<file path="src/hdl/mck_pkg.sv">
`timescale 1ns / 1ps
// ----------------------------------------------------------------------------
// Morse keyer package
// Shared widths, register indexes, descriptor and configuration types, and
// the character classification that turns a symbol into a keying descriptor.
// ----------------------------------------------------------------------------
package mck_pkg;

  localparam int SYM_W       = 8;
  localparam int TICK_W      = 10;
  localparam int CFG_IDX_W   = 3;
  localparam int MAX_ELEM    = 5;
  localparam int CNT_W       = $clog2(MAX_ELEM + 1);
  localparam int QUEUE_DEPTH = 4;
  localparam int QPTR_W      = $clog2(QUEUE_DEPTH);
  localparam int NUM_LETTERS = 26;
  localparam int NUM_DIGITS  = 10;
  localparam int LIDX_W      = $clog2(NUM_LETTERS);
  localparam int DIDX_W      = $clog2(NUM_DIGITS);

  localparam logic [SYM_W-1:0] SYM_END   = 8'h00;
  localparam logic [SYM_W-1:0] SYM_SPACE = 8'h20;
  localparam logic [SYM_W-1:0] SYM_ZERO  = 8'h30;
  localparam logic [SYM_W-1:0] SYM_NINE  = 8'h39;
  localparam logic [SYM_W-1:0] SYM_A     = 8'h41;
  localparam logic [SYM_W-1:0] SYM_Z     = 8'h5A;

  typedef enum logic [CFG_IDX_W-1:0] {
    REG_DOT        = 3'd0,
    REG_DASH       = 3'd1,
    REG_ELEM_GAP   = 3'd2,
    REG_LETTER_GAP = 3'd3,
    REG_WORD_GAP   = 3'd4
  } cfg_reg_t;

  localparam logic [TICK_W-1:0] DOT_RESET        = 10'd4;
  localparam logic [TICK_W-1:0] DASH_RESET       = 10'd12;
  localparam logic [TICK_W-1:0] ELEM_GAP_RESET   = 10'd4;
  localparam logic [TICK_W-1:0] LETTER_GAP_RESET = 10'd12;
  localparam logic [TICK_W-1:0] WORD_GAP_RESET   = 10'd16;

  typedef struct packed {
    logic [TICK_W-1:0] dot;
    logic [TICK_W-1:0] dash;
    logic [TICK_W-1:0] elem_gap;
    logic [TICK_W-1:0] letter_gap;
    logic [TICK_W-1:0] word_gap;
  } cfg_t;

  // One queued item: what the back end has to key out for it.
  typedef struct packed {
    logic                is_end;
    logic                is_space;
    logic                bad;
    logic                lead;
    logic [CNT_W-1:0]    count;
    logic [MAX_ELEM-1:0] dashes;  // bit i set: element i is a dash
  } desc_t;

  localparam logic [CNT_W-1:0] LETTER_LEN [NUM_LETTERS] = '{
    3'd2, 3'd4, 3'd4, 3'd3, 3'd1, 3'd4, 3'd3, 3'd4, 3'd2, 3'd4, 3'd3, 3'd4, 3'd2,
    3'd2, 3'd3, 3'd4, 3'd4, 3'd3, 3'd3, 3'd1, 3'd3, 3'd4, 3'd3, 3'd4, 3'd4, 3'd4
  };

  localparam logic [MAX_ELEM-1:0] LETTER_DASH [NUM_LETTERS] = '{
    5'b00010, 5'b00001, 5'b00101, 5'b00001, 5'b00000, 5'b00100, 5'b00011,
    5'b00000, 5'b00000, 5'b01110, 5'b00101, 5'b00010, 5'b00011, 5'b00001,
    5'b00111, 5'b00110, 5'b01011, 5'b00010, 5'b00000, 5'b00001, 5'b00100,
    5'b01000, 5'b00110, 5'b01001, 5'b01101, 5'b00011
  };

  // Every digit has five elements.
  localparam logic [MAX_ELEM-1:0] DIGIT_DASH [NUM_DIGITS] = '{
    5'b11111, 5'b11110, 5'b11100, 5'b11000, 5'b10000,
    5'b00000, 5'b00001, 5'b00011, 5'b00111, 5'b01111
  };

  function automatic desc_t mck_classify(input logic [SYM_W-1:0] sym,
                                         input logic started);
    desc_t             d;
    logic              is_letter;
    logic              is_digit;
    logic [SYM_W-1:0]  l_off;
    logic [SYM_W-1:0]  d_off;
    is_letter  = (sym >= SYM_A) && (sym <= SYM_Z);
    is_digit   = (sym >= SYM_ZERO) && (sym <= SYM_NINE);
    l_off      = sym - SYM_A;
    d_off      = sym - SYM_ZERO;
    d          = '0;
    d.is_end   = (sym == SYM_END);
    d.is_space = (sym == SYM_SPACE);
    d.bad      = !is_letter && !is_digit && !d.is_end && !d.is_space;
    d.lead     = !started && !d.is_end;
    if (is_letter) begin
      d.count  = LETTER_LEN[l_off[LIDX_W-1:0]];
      d.dashes = LETTER_DASH[l_off[LIDX_W-1:0]];
    end else if (is_digit) begin
      d.count  = CNT_W'(MAX_ELEM);
      d.dashes = DIGIT_DASH[d_off[DIDX_W-1:0]];
    end
    return d;
  endfunction

endpackage

</file>
<file path="src/hdl/mck_front.sv">
`timescale 1ns / 1ps
// ----------------------------------------------------------------------------
// Morse keyer front end
// Accepts characters, classifies them and tracks whether a message is open,
// so that the first character of a message is marked for a leading word gap.
// ----------------------------------------------------------------------------
module mck_front import mck_pkg::*; (
  input  logic             clk,
  input  logic             rst,
  input  logic             push,
  input  logic [SYM_W-1:0] symbol,
  output logic             full,
  input  logic             q_full,
  output logic             q_push,
  output desc_t            q_data
);

  logic started;
  logic started_next;

  assign full   = q_full;
  assign q_push = push && !q_full;
  assign q_data = mck_classify(symbol, started);

  always_comb begin
    started_next = started;
    if (q_push) begin
      started_next = (symbol != SYM_END);
    end
  end

  always_ff @(posedge clk) begin
    if (rst) begin
      started <= 1'b0;
    end else begin
      started <= started_next;
    end
  end

endmodule

</file>
<file path="src/hdl/mck_queue.sv">
`timescale 1ns / 1ps
// ----------------------------------------------------------------------------
// Morse keyer descriptor queue
// A short register queue between the front and back ends.
// ----------------------------------------------------------------------------
module mck_queue import mck_pkg::*; (
  input  logic  clk,
  input  logic  rst,
  input  logic  push,
  input  desc_t data_in,
  output logic  full,
  input  logic  pop,
  output logic  valid,
  output desc_t head
);

  desc_t             entries [QUEUE_DEPTH];
  logic [QPTR_W-1:0] wr_ptr;
  logic [QPTR_W-1:0] rd_ptr;
  logic [QPTR_W:0]   count;
  logic              do_push;
  logic              do_pop;

  assign full    = (count == (QPTR_W + 1)'(QUEUE_DEPTH));
  assign valid   = (count != '0);
  assign head    = entries[rd_ptr];
  assign do_push = push && !full;
  assign do_pop  = pop && valid;

  always_ff @(posedge clk) begin
    if (do_push) begin
      entries[wr_ptr] <= data_in;
    end
  end

  always_ff @(posedge clk) begin
    if (rst) begin
      wr_ptr <= '0;
      rd_ptr <= '0;
      count  <= '0;
    end else begin
      if (do_push) begin
        wr_ptr <= wr_ptr + 1'b1;
      end
      if (do_pop) begin
        rd_ptr <= rd_ptr + 1'b1;
      end
      if (do_push && !do_pop) begin
        count <= count + 1'b1;
      end else if (do_pop && !do_push) begin
        count <= count - 1'b1;
      end
    end
  end

endmodule

</file>
<file path="src/hdl/mck_back.sv">
`timescale 1ns / 1ps
// ----------------------------------------------------------------------------
// Morse keyer back end
// Steps through the queued descriptor one segment per cycle while its output
// register is free or being taken, and holds each segment there until taken.
// ----------------------------------------------------------------------------
module mck_back import mck_pkg::*; (
  input  logic              clk,
  input  logic              rst,
  input  cfg_t              cfg,
  input  desc_t             head,
  input  logic              head_valid,
  output logic              head_pop,
  input  logic              pop,
  output logic              empty,
  output logic              light_on,
  output logic [TICK_W-1:0] duration,
  output logic              last,
  output logic              idle,
  output logic              bad_symbol
);

  typedef enum logic [3:0] {
    PH_LEAD = 4'b0001,
    PH_ON   = 4'b0010,
    PH_GAP  = 4'b0100,
    PH_TAIL = 4'b1000
  } phase_t;

  phase_t            phase;
  phase_t            phase_next;
  phase_t            cur;
  phase_t            start_phase;
  phase_t            follow;
  logic              fresh;
  logic              fresh_next;
  logic [CNT_W-1:0]  elem_idx;
  logic [CNT_W-1:0]  elem_idx_next;
  logic [CNT_W-1:0]  elem_inc;
  logic              out_valid;
  logic              emit;
  logic              seg_on;
  logic [TICK_W-1:0] seg_dur;
  logic              seg_last;
  logic              seg_idle;
  logic              seg_bad;

  assign empty    = !out_valid;
  assign emit     = head_valid && (!out_valid || pop);
  assign elem_inc = elem_idx + 1'b1;

  always_comb begin
    if (head.lead) begin
      start_phase = PH_LEAD;
    end else if (head.count != '0) begin
      start_phase = PH_ON;
    end else begin
      start_phase = PH_TAIL;
    end
    cur = fresh ? start_phase : phase;
  end

  always_comb begin
    seg_on        = 1'b0;
    seg_dur       = '0;
    seg_last      = 1'b0;
    seg_idle      = 1'b0;
    seg_bad       = 1'b0;
    follow        = PH_TAIL;
    elem_idx_next = elem_idx;
    head_pop      = 1'b0;
    unique case (cur)
      PH_LEAD: begin
        seg_dur = cfg.word_gap;
        seg_bad = head.bad;
        follow  = (head.count != '0) ? PH_ON : PH_TAIL;
      end
      PH_ON: begin
        seg_on  = 1'b1;
        seg_dur = head.dashes[elem_idx] ? cfg.dash : cfg.dot;
        follow  = PH_GAP;
      end
      PH_GAP: begin
        seg_dur = cfg.elem_gap;
        follow  = (elem_inc == head.count) ? PH_TAIL : PH_ON;
        if (emit) begin
          elem_idx_next = elem_inc;
        end
      end
      PH_TAIL: begin
        seg_last = 1'b1;
        if (head.is_end) begin
          seg_idle = 1'b1;
        end else if (head.is_space) begin
          seg_dur = cfg.word_gap;
        end else begin
          seg_dur = cfg.letter_gap;
          seg_bad = head.bad;
        end
        head_pop = emit;
        if (emit) begin
          elem_idx_next = '0;
        end
      end
      default: begin
        follow = PH_TAIL;
      end
    endcase
  end

  always_comb begin
    phase_next = phase;
    fresh_next = fresh;
    if (emit) begin
      if (cur == PH_TAIL) begin
        fresh_next = 1'b1;
        phase_next = PH_LEAD;
      end else begin
        fresh_next = 1'b0;
        phase_next = follow;
      end
    end
  end

  always_ff @(posedge clk) begin
    if (rst) begin
      phase     <= PH_LEAD;
      fresh     <= 1'b1;
      elem_idx  <= '0;
      out_valid <= 1'b0;
    end else begin
      phase    <= phase_next;
      fresh    <= fresh_next;
      elem_idx <= elem_idx_next;
      if (emit) begin
        out_valid <= 1'b1;
      end else if (pop) begin
        out_valid <= 1'b0;
      end
    end
  end

  always_ff @(posedge clk) begin
    if (emit) begin
      light_on   <= seg_on;
      duration   <= seg_dur;
      last       <= seg_last;
      idle       <= seg_idle;
      bad_symbol <= seg_bad;
    end
  end

  // The element index never runs past the elements of the item in hand.
  a_idx_range: assert property (@(posedge clk) disable iff (rst)
    head_valid && !fresh && (phase == PH_ON || phase == PH_GAP)
      |-> elem_idx < head.count)
    else $error("element index beyond element count");

  // The end-of-message result is an empty, final off segment.
  a_idle_shape: assert property (@(posedge clk) disable iff (rst)
    out_valid && idle |-> last && !light_on && duration == '0 && !bad_symbol)
    else $error("malformed idle result");

  // An on segment is never the last of an item and never flagged.
  a_on_shape: assert property (@(posedge clk) disable iff (rst)
    out_valid && light_on |-> !last && !bad_symbol && !idle)
    else $error("malformed on segment");

  // The queue entry is released exactly when its final segment is issued.
  a_pop_last: assert property (@(posedge clk) disable iff (rst)
    head_pop |=> out_valid && last)
    else $error("descriptor released without a final segment");

  // Back end restarts at a fresh item after reset.
  a_reset_fresh: assert property (@(posedge clk)
    !rst && $past(rst) |-> fresh && elem_idx == '0 && !out_valid)
    else $error("back end not reset");

endmodule

</file>
<file path="src/hdl/morse_code_keyer.sv">
`timescale 1ns / 1ps
// ----------------------------------------------------------------------------
// Morse code keyer
// Turns a stream of characters into timed on and off light segments.
// ----------------------------------------------------------------------------
// Characters enter through push/full; an item is taken on a clock edge with
// push high and full low. Segments leave through empty/pop; the oldest one is
// on the result ports while empty is low and is taken when pop is high.
// A character yields one to twelve segments: a leading word gap on the first
// character of a message, an on segment and an element gap for each dot or
// dash, and a closing letter gap (a word gap for a space). A zero character
// yields one idle segment and ends the message.
// The back end issues one segment per cycle while the output register is free
// or being taken; a four-entry queue lets characters arrive while earlier
// ones are still being keyed. A taken character is written into the queue,
// and its first segment is then registered into the output register.
// When the receiver stalls, the output register holds and the queue fills,
// then full rises. Reset restores the default timings, empties the queue and
// closes any open message. Timing registers are written through cfg_write,
// cfg_index and cfg_data; indexes beyond the last register are ignored.
// ----------------------------------------------------------------------------
module morse_code_keyer import mck_pkg::*; (
  input  logic                 clk,
  input  logic                 rst,
  input  logic                 push,
  output logic                 full,
  input  logic [SYM_W-1:0]     symbol,
  output logic                 empty,
  input  logic                 pop,
  output logic                 light_on,
  output logic [TICK_W-1:0]    duration,
  output logic                 last,
  output logic                 idle,
  output logic                 bad_symbol,
  input  logic                 cfg_write,
  input  logic [CFG_IDX_W-1:0] cfg_index,
  input  logic [TICK_W-1:0]    cfg_data
);

  cfg_t  cfg;
  logic  q_full;
  logic  q_push;
  desc_t q_data;
  logic  q_valid;
  logic  q_pop;
  desc_t q_head;

  always_ff @(posedge clk) begin
    if (rst) begin
      cfg.dot        <= DOT_RESET;
      cfg.dash       <= DASH_RESET;
      cfg.elem_gap   <= ELEM_GAP_RESET;
      cfg.letter_gap <= LETTER_GAP_RESET;
      cfg.word_gap   <= WORD_GAP_RESET;
    end else if (cfg_write) begin
      unique case (cfg_index)
        REG_DOT:        cfg.dot        <= cfg_data;
        REG_DASH:       cfg.dash       <= cfg_data;
        REG_ELEM_GAP:   cfg.elem_gap   <= cfg_data;
        REG_LETTER_GAP: cfg.letter_gap <= cfg_data;
        REG_WORD_GAP:   cfg.word_gap   <= cfg_data;
        default: begin
        end
      endcase
    end
  end

  mck_front u_front (
    .clk    (clk),
    .rst    (rst),
    .push   (push),
    .symbol (symbol),
    .full   (full),
    .q_full (q_full),
    .q_push (q_push),
    .q_data (q_data)
  );

  mck_queue u_queue (
    .clk     (clk),
    .rst     (rst),
    .push    (q_push),
    .data_in (q_data),
    .full    (q_full),
    .pop     (q_pop),
    .valid   (q_valid),
    .head    (q_head)
  );

  mck_back u_back (
    .clk        (clk),
    .rst        (rst),
    .cfg        (cfg),
    .head       (q_head),
    .head_valid (q_valid),
    .head_pop   (q_pop),
    .pop        (pop),
    .empty      (empty),
    .light_on   (light_on),
    .duration   (duration),
    .last       (last),
    .idle       (idle),
    .bad_symbol (bad_symbol)
  );

endmodule
</file>
<file path="config.mk">
export PLATFORM = sky130hd
export DESIGN_NAME = morse_code_keyer
export DESIGN_NICKNAME = d
export VERILOG_FILES = /design/src/hdl/mck_pkg.sv /design/src/hdl/mck_front.sv /design/src/hdl/mck_queue.sv /design/src/hdl/mck_back.sv /design/src/hdl/morse_code_keyer.sv
export SDC_FILE = /design/constraint.sdc
export NUM_CORES = 1
export LEC_CHECK = 0
export BUFFER_PORTS_ARGS = -buffer_cell sky130_fd_sc_hd__buf_4
export CORE_ASPECT_RATIO = 2
export CORE_MARGIN = 3
export CORE_UTILIZATION = 48
export CTS_CLUSTER_SIZE = 25
export DETAILED_ROUTE_END_ITERATION = 10
export GPL_TIMING_DRIVEN = 0
export PLACE_DENSITY = 0.66
export SLEW_MARGIN = 5
export SYNTH_ARGS = -nofsm -noshare
export SYNTH_HDL_FRONTEND = slang
export SYNTH_SLANG_ARGS = --single-unit
export TNS_END_PERCENT = 30
</file>
<file path="constraint.sdc">
create_clock -name clk -period 5.1 [get_ports clk]
set_input_delay 1.02 -clock clk [delete_from_list [all_inputs] [get_ports clk]]
set_output_delay 1.02 -clock clk [all_outputs]
set_load 0.05 [all_outputs]
</file>
=== Yosys cells after proc, flatten, opt, wreduce, memory -nomap -nowiden ===
Memory sizes are Yosys's and may differ from the RTL's. A register that Yosys moved wholly into a read port is not among the register bits.
Index checks and enable logic that the tools add are counted.

* Register bits: 81
* Latch bits: 0
* Memory bits (writable): 48
* ROM bits: 336
* Word-level logic and storage cells: 125
* Memories kept: 4

{| class="wikitable"
|+ Memories
! memory !! depth !! bits a word !! rd ports !! clocked after memory_dff !! wr ports !! line !! RTL
|-
| (no name shown) || 32 || 5 || 1 || 0 || 0 || mck_pkg.sv:96 || <nowiki>d.dashes = LETTER_DASH[l_off[LIDX_W-1:0]];</nowiki>
|-
| (no name shown) || 32 || 3 || 1 || 0 || 0 || mck_pkg.sv:95 || <nowiki>d.count = LETTER_LEN[l_off[LIDX_W-1:0]];</nowiki>
|-
| (no name shown) || 16 || 5 || 1 || 0 || 0 || mck_pkg.sv:99 || <nowiki>d.dashes = DIGIT_DASH[d_off[DIDX_W-1:0]];</nowiki>
|-
| u_queue.entries || 4 || 12 || 1 || 1 || 1 || mck_queue.sv:17 || <nowiki>desc_t entries [QUEUE_DEPTH];</nowiki>
|}

* Add/subtract/negate cells: 7
* Multipliers: 0
* Div/mod/pow operators: 0
* Order comparisons: 7
* Equality and inequality tests: 13
* Shifts and indexed selects: 0
* Multiplexer cells: 38
* Bitwise operators: 2
* Reductions and logical operators: 36

{| class="wikitable"
|+ Operators with widths
! kind !! count
|-
| one-hot mux 10 bit (4 select lines) || 1
|-
| two-way mux 10 bit || 3
|-
| two-way mux 4 bit || 5
|-
| two-way mux 5 bit || 4
|-
| two-way mux 3 bit || 6
|-
| two-way mux 8 bit || 2
|-
| logical AND 1 bit || 12
|-
| one-hot mux 4 bit (3 select lines) || 1
|-
| two-way mux 1 bit || 11
|-
| AND reduction 2 bit || 5
|-
| zero test 1 bit || 9
|-
| == test 8 x 6 -> 1 bit (second input constant) || 1
|-
| >= comparator 8 x 6 -> 1 bit (second input constant) || 1
|-
| >= comparator 8 x 7 -> 1 bit (second input constant) || 1
|-
| <= comparator 8 x 6 -> 1 bit (second input constant) || 1
|-
| <= comparator 8 x 7 -> 1 bit (second input constant) || 1
|-
| zero test 8 bit || 1
|-
| nonzero test 8 bit || 1
|-
| adder 3 x 1 -> 3 bit (second input constant) || 2
|-
| == test 3 x 2 -> 1 bit (second input constant) || 2
|-
| == test 3 bit (second input constant) || 2
|-
| >= comparator 6 bit (second input constant) || 1
|-
| NOT 5 -> 6 bit || 1
|-
| one-hot mux 3 bit (2 select lines) || 1
|-
| other kinds (22) || 28
|}

=== Depth between registers and ports, before layout ===
* Word-level depth: 10
* Depth in mapped cells: 13
* Gate-level depth less buffers: 10

=== Hierarchy ===
A second synthesis with hierarchy kept.

* Cell total of the unflattened synthesis: 581
* Area total of the unflattened synthesis: 6655.1 um^2

{| class="wikitable"
|+ By module, submodules not included
! module !! times used !! cells an instance !! area each (um^2)
|-
| mck_queue || 1 || 110 || 2199.6
|-
| morse_code_keyer || 1 || 182 || 2008.2
|-
| mck_back || 1 || 134 || 1408.9
|-
| mck_front || 1 || 155 || 1038.5
|}

=== Least setup slack after synthesis ===
No wires, ideal clock.

* Path type: input to register
* Start: input port symbol[0]
* End: memory u_queue.entries[0][3] (netlist name) (data pin)
* Data arrival time: 3.080 ns
* Path slack: 1.832 ns
* Stages: 13
* Buffers on the path: 3
* Cells stage by stage: clkbuf_1 inv_1 ha_1 clkbuf_1 inv_1 ha_1 clkbuf_1 nand2_1 o21ai_0 nand2_1 a21oi_1 a21oi_1 o22ai_1

{| class="wikitable"
|+ RTL lines
! item !! line !! RTL
|-
| from (decl) || morse_code_keyer.sv:27 || <nowiki>input logic [SYM_W-1:0] symbol,</nowiki>
|-
| to (decl) || mck_queue.sv:17 ||
|}

==> metrics.txt <==
largest net degree at the start of global routing 21; CTS tree built; Clk pin slew, worst setup/hold paths 50 ps; top_reg_cell synth dfxtp_1; setup repair bufs after CTS 0; Final Util 58.2%; routed len/inst 19.0 um; gr ovfl total 0; syn nets 657; Cell Area, Synth 6290 um^2; outcome completed; drt total wl 15.9 mm; cts hold-fix bufs 0; nets 715; Final HPWL DP 11.7 mm; initial antenna violation count 0; Finish-stage setup viols 0; Slew HR 34.4%; CTS Sinks 130; WHS 449 ps; via count 4846; clock buffer depth 2; setup ws final 1180 ps; initial core utilization 49.5%; Tightest Pin Transition 970 ps; Remaining DRCs 0; area fraction of the dominant cell type after synthesis 29.6%; worst slack, placed 864 ps; global-route wire length before repair 25.2 mm; RD Place Congestion 0.920; die width 87.0 um; Crit Path Max Fanout 10; Final Slew Violations 0; ratio of cells with drive above 1 in the final layout 13.7%; Area growth syn-to-layout 17.4%; synthesis-stage register bit count 130; crit path DAT 4080 ps; synth warn 0; ANT cells 0; min cycle time layout 3920 ps; Setup TNS 0 ps; Tcrit/Tclk final 76.9%; Cell Rows 58; synth cell count leaders 124 x nand2_1, 68 x dfxtp_1, 64 x a21oi_1; PD cells 495 nW/um^2; Final Hold Fails 0; cts bufs inserted 17; number of flops mapped to enable cells by yosys 62; worst hold path type reg -> reg; die outline area 14600 um^2; I/O Buffers 39; Root Driver clkbuf_16; Worst-Skew Late Latency 410 ps; synthesized area per cell 10.2 um^2; Setup Crit Path Kind in -> reg; DRT iter0 DRCs 298; placeable core area 12700 um^2; global router's overall resource usage 22.8%; RSZ-0062 raised after global routing no; Max Cap Violations 0; clk_skew 8.65 ps; DRT antenna net count 0; Die Height 168 um; Fmax 0.255 GHz; Yosys cell types 60; peak supply drop 0.346 mV; via count of the first global-routing pass 5064; H-tree depth 4; area leader, netlist edfxtp_1; top-count cell post-synth nand2_1; # resized after CTS 0; Pwr Total 3.66 mW; register area share after synthesis 51.2%; drt pass-1 iters 6; I/O Pins 42; synthesized instance count 616; Async SR Flop Fraction 0%; worst path required time 5260 ps; Leakage 2.67 nW; CP Capture Type flip-flop; startpoint types primary input; Vias/cell 5.79; ranking of synthesized cells by area edfxtp_1 30%, dfxtp_1 22%, nand2_1 7.4%
worst paths after layout:
| kind | from | to | slack (ps) | cells after the start |
|---|---|---|---|---|
| worst max-delay path | symbol[1] | u_queue.entries[1][5] | 1180 | 13 |
| worst min-delay path | cfg[31] | cfg[31] | 450 | 2 |
| worst max register to register | u_queue.count[0] | u_queue.count[2] | 2010 | 10 |
| worst min register to register | cfg[31] | cfg[31] | 450 | 2 |
sequential cells by signal, indices dropped and copies added (netlist names), 2 cells and up, named ones only:
| name | cells |
|---|---|
| cfg | 50 |
| u_back.duration | 10 |
| u_back.elem_idx | 3 |
| u_queue.wr_ptr | 2 |
| u_back.phase | 4 |
| u_queue.rd_ptr | 2 |
| u_queue.entries | 48 |
| u_queue.count | 3 |
power by group:
group          leakage, nW  switching, mW  internal (mW)  total, mW
Clock                0.309          0.445          0.792       1.24
Combinational         1.22          0.721          0.342       1.06
Sequential            1.14         0.0705           1.28       1.35
logic make-up (layout without fill, tap and decap cells):
group	count (synthesis)	in the layout	synth area share, %
simple gates	215	215	15.7
compound gates	152	152	15.6
flops	130	130	51.2
buf+inv	51	122	3.38
mux	39	39	9.11
fa+ha+maj	15	15	3.10
xor+xnor	14	14	1.95
routing by layer:
| layer | global-route usage (%) | wire, um | vias up |
|---|---|---|---|
| met3 | 4.16 | 652 | 51 |
| met2 | 45.0 | 9550 | 172 |
| met5 | 0 | 0 | - |
| li1 | - | - | 2335 |
| met1 | 20.6 | 5020 | 2288 |
| met4 | 12.0 | 647 | 0 |
cell type report:
type                    instances  area (um^2)
plain buffers                  37          160
well taps                     150          188
multi-input cells             435         2860
clock inverters                11          121
fillers                      1096         5310
repair buffers                 39          293
flip-flops and latches        130         3220
inverters                      14         52.6
clock buffers                  21          493
worst max-delay path, cell delays in order:
cell,delay (ps)
buf_4,130
clkbuf_1,240
inv_1,260
ha_1,180
clkbuf_1,340
inv_1,120
ha_1,410
clkbuf_1,260
nand2_1,200
nand2_1,70
nor3_1,400
a21oi_1,70
o21ai_0,370
cell usage in the layout, fill, tap and decap left out, drive strengths merged, types with 3 or more instances in the layout:
cell / instances
nor3b: 3
nor3: 9
edfxtp: 62
a22oi: 10
nand3: 5
a21oi: 64
ha: 14
a21o: 3
xor2: 6
buf: 44
clkinv: 5
nand2b: 3
and2: 8
nand3b: 8
nand2: 124
o31ai: 4
mux4: 13
o22ai: 3
dfxtp: 68
inv: 18
nor2b: 5
o21ai: 17
and3: 3
a21boi: 20
o211ai: 11
o21a: 3
mux2i: 25
xnor2: 8
nor2: 31
clkbuf: 53
or2: 6
stage by stage:
step	cell area [um^2]	cells
2_1_floorplan	6290	616
3_3_place_gp	6770	805
3_5_place_dp	6770	805
4_1_cts	7390	837
5_1_grt	7390	837
6_report	7390	837
Power figures use the tool's default switching activity.
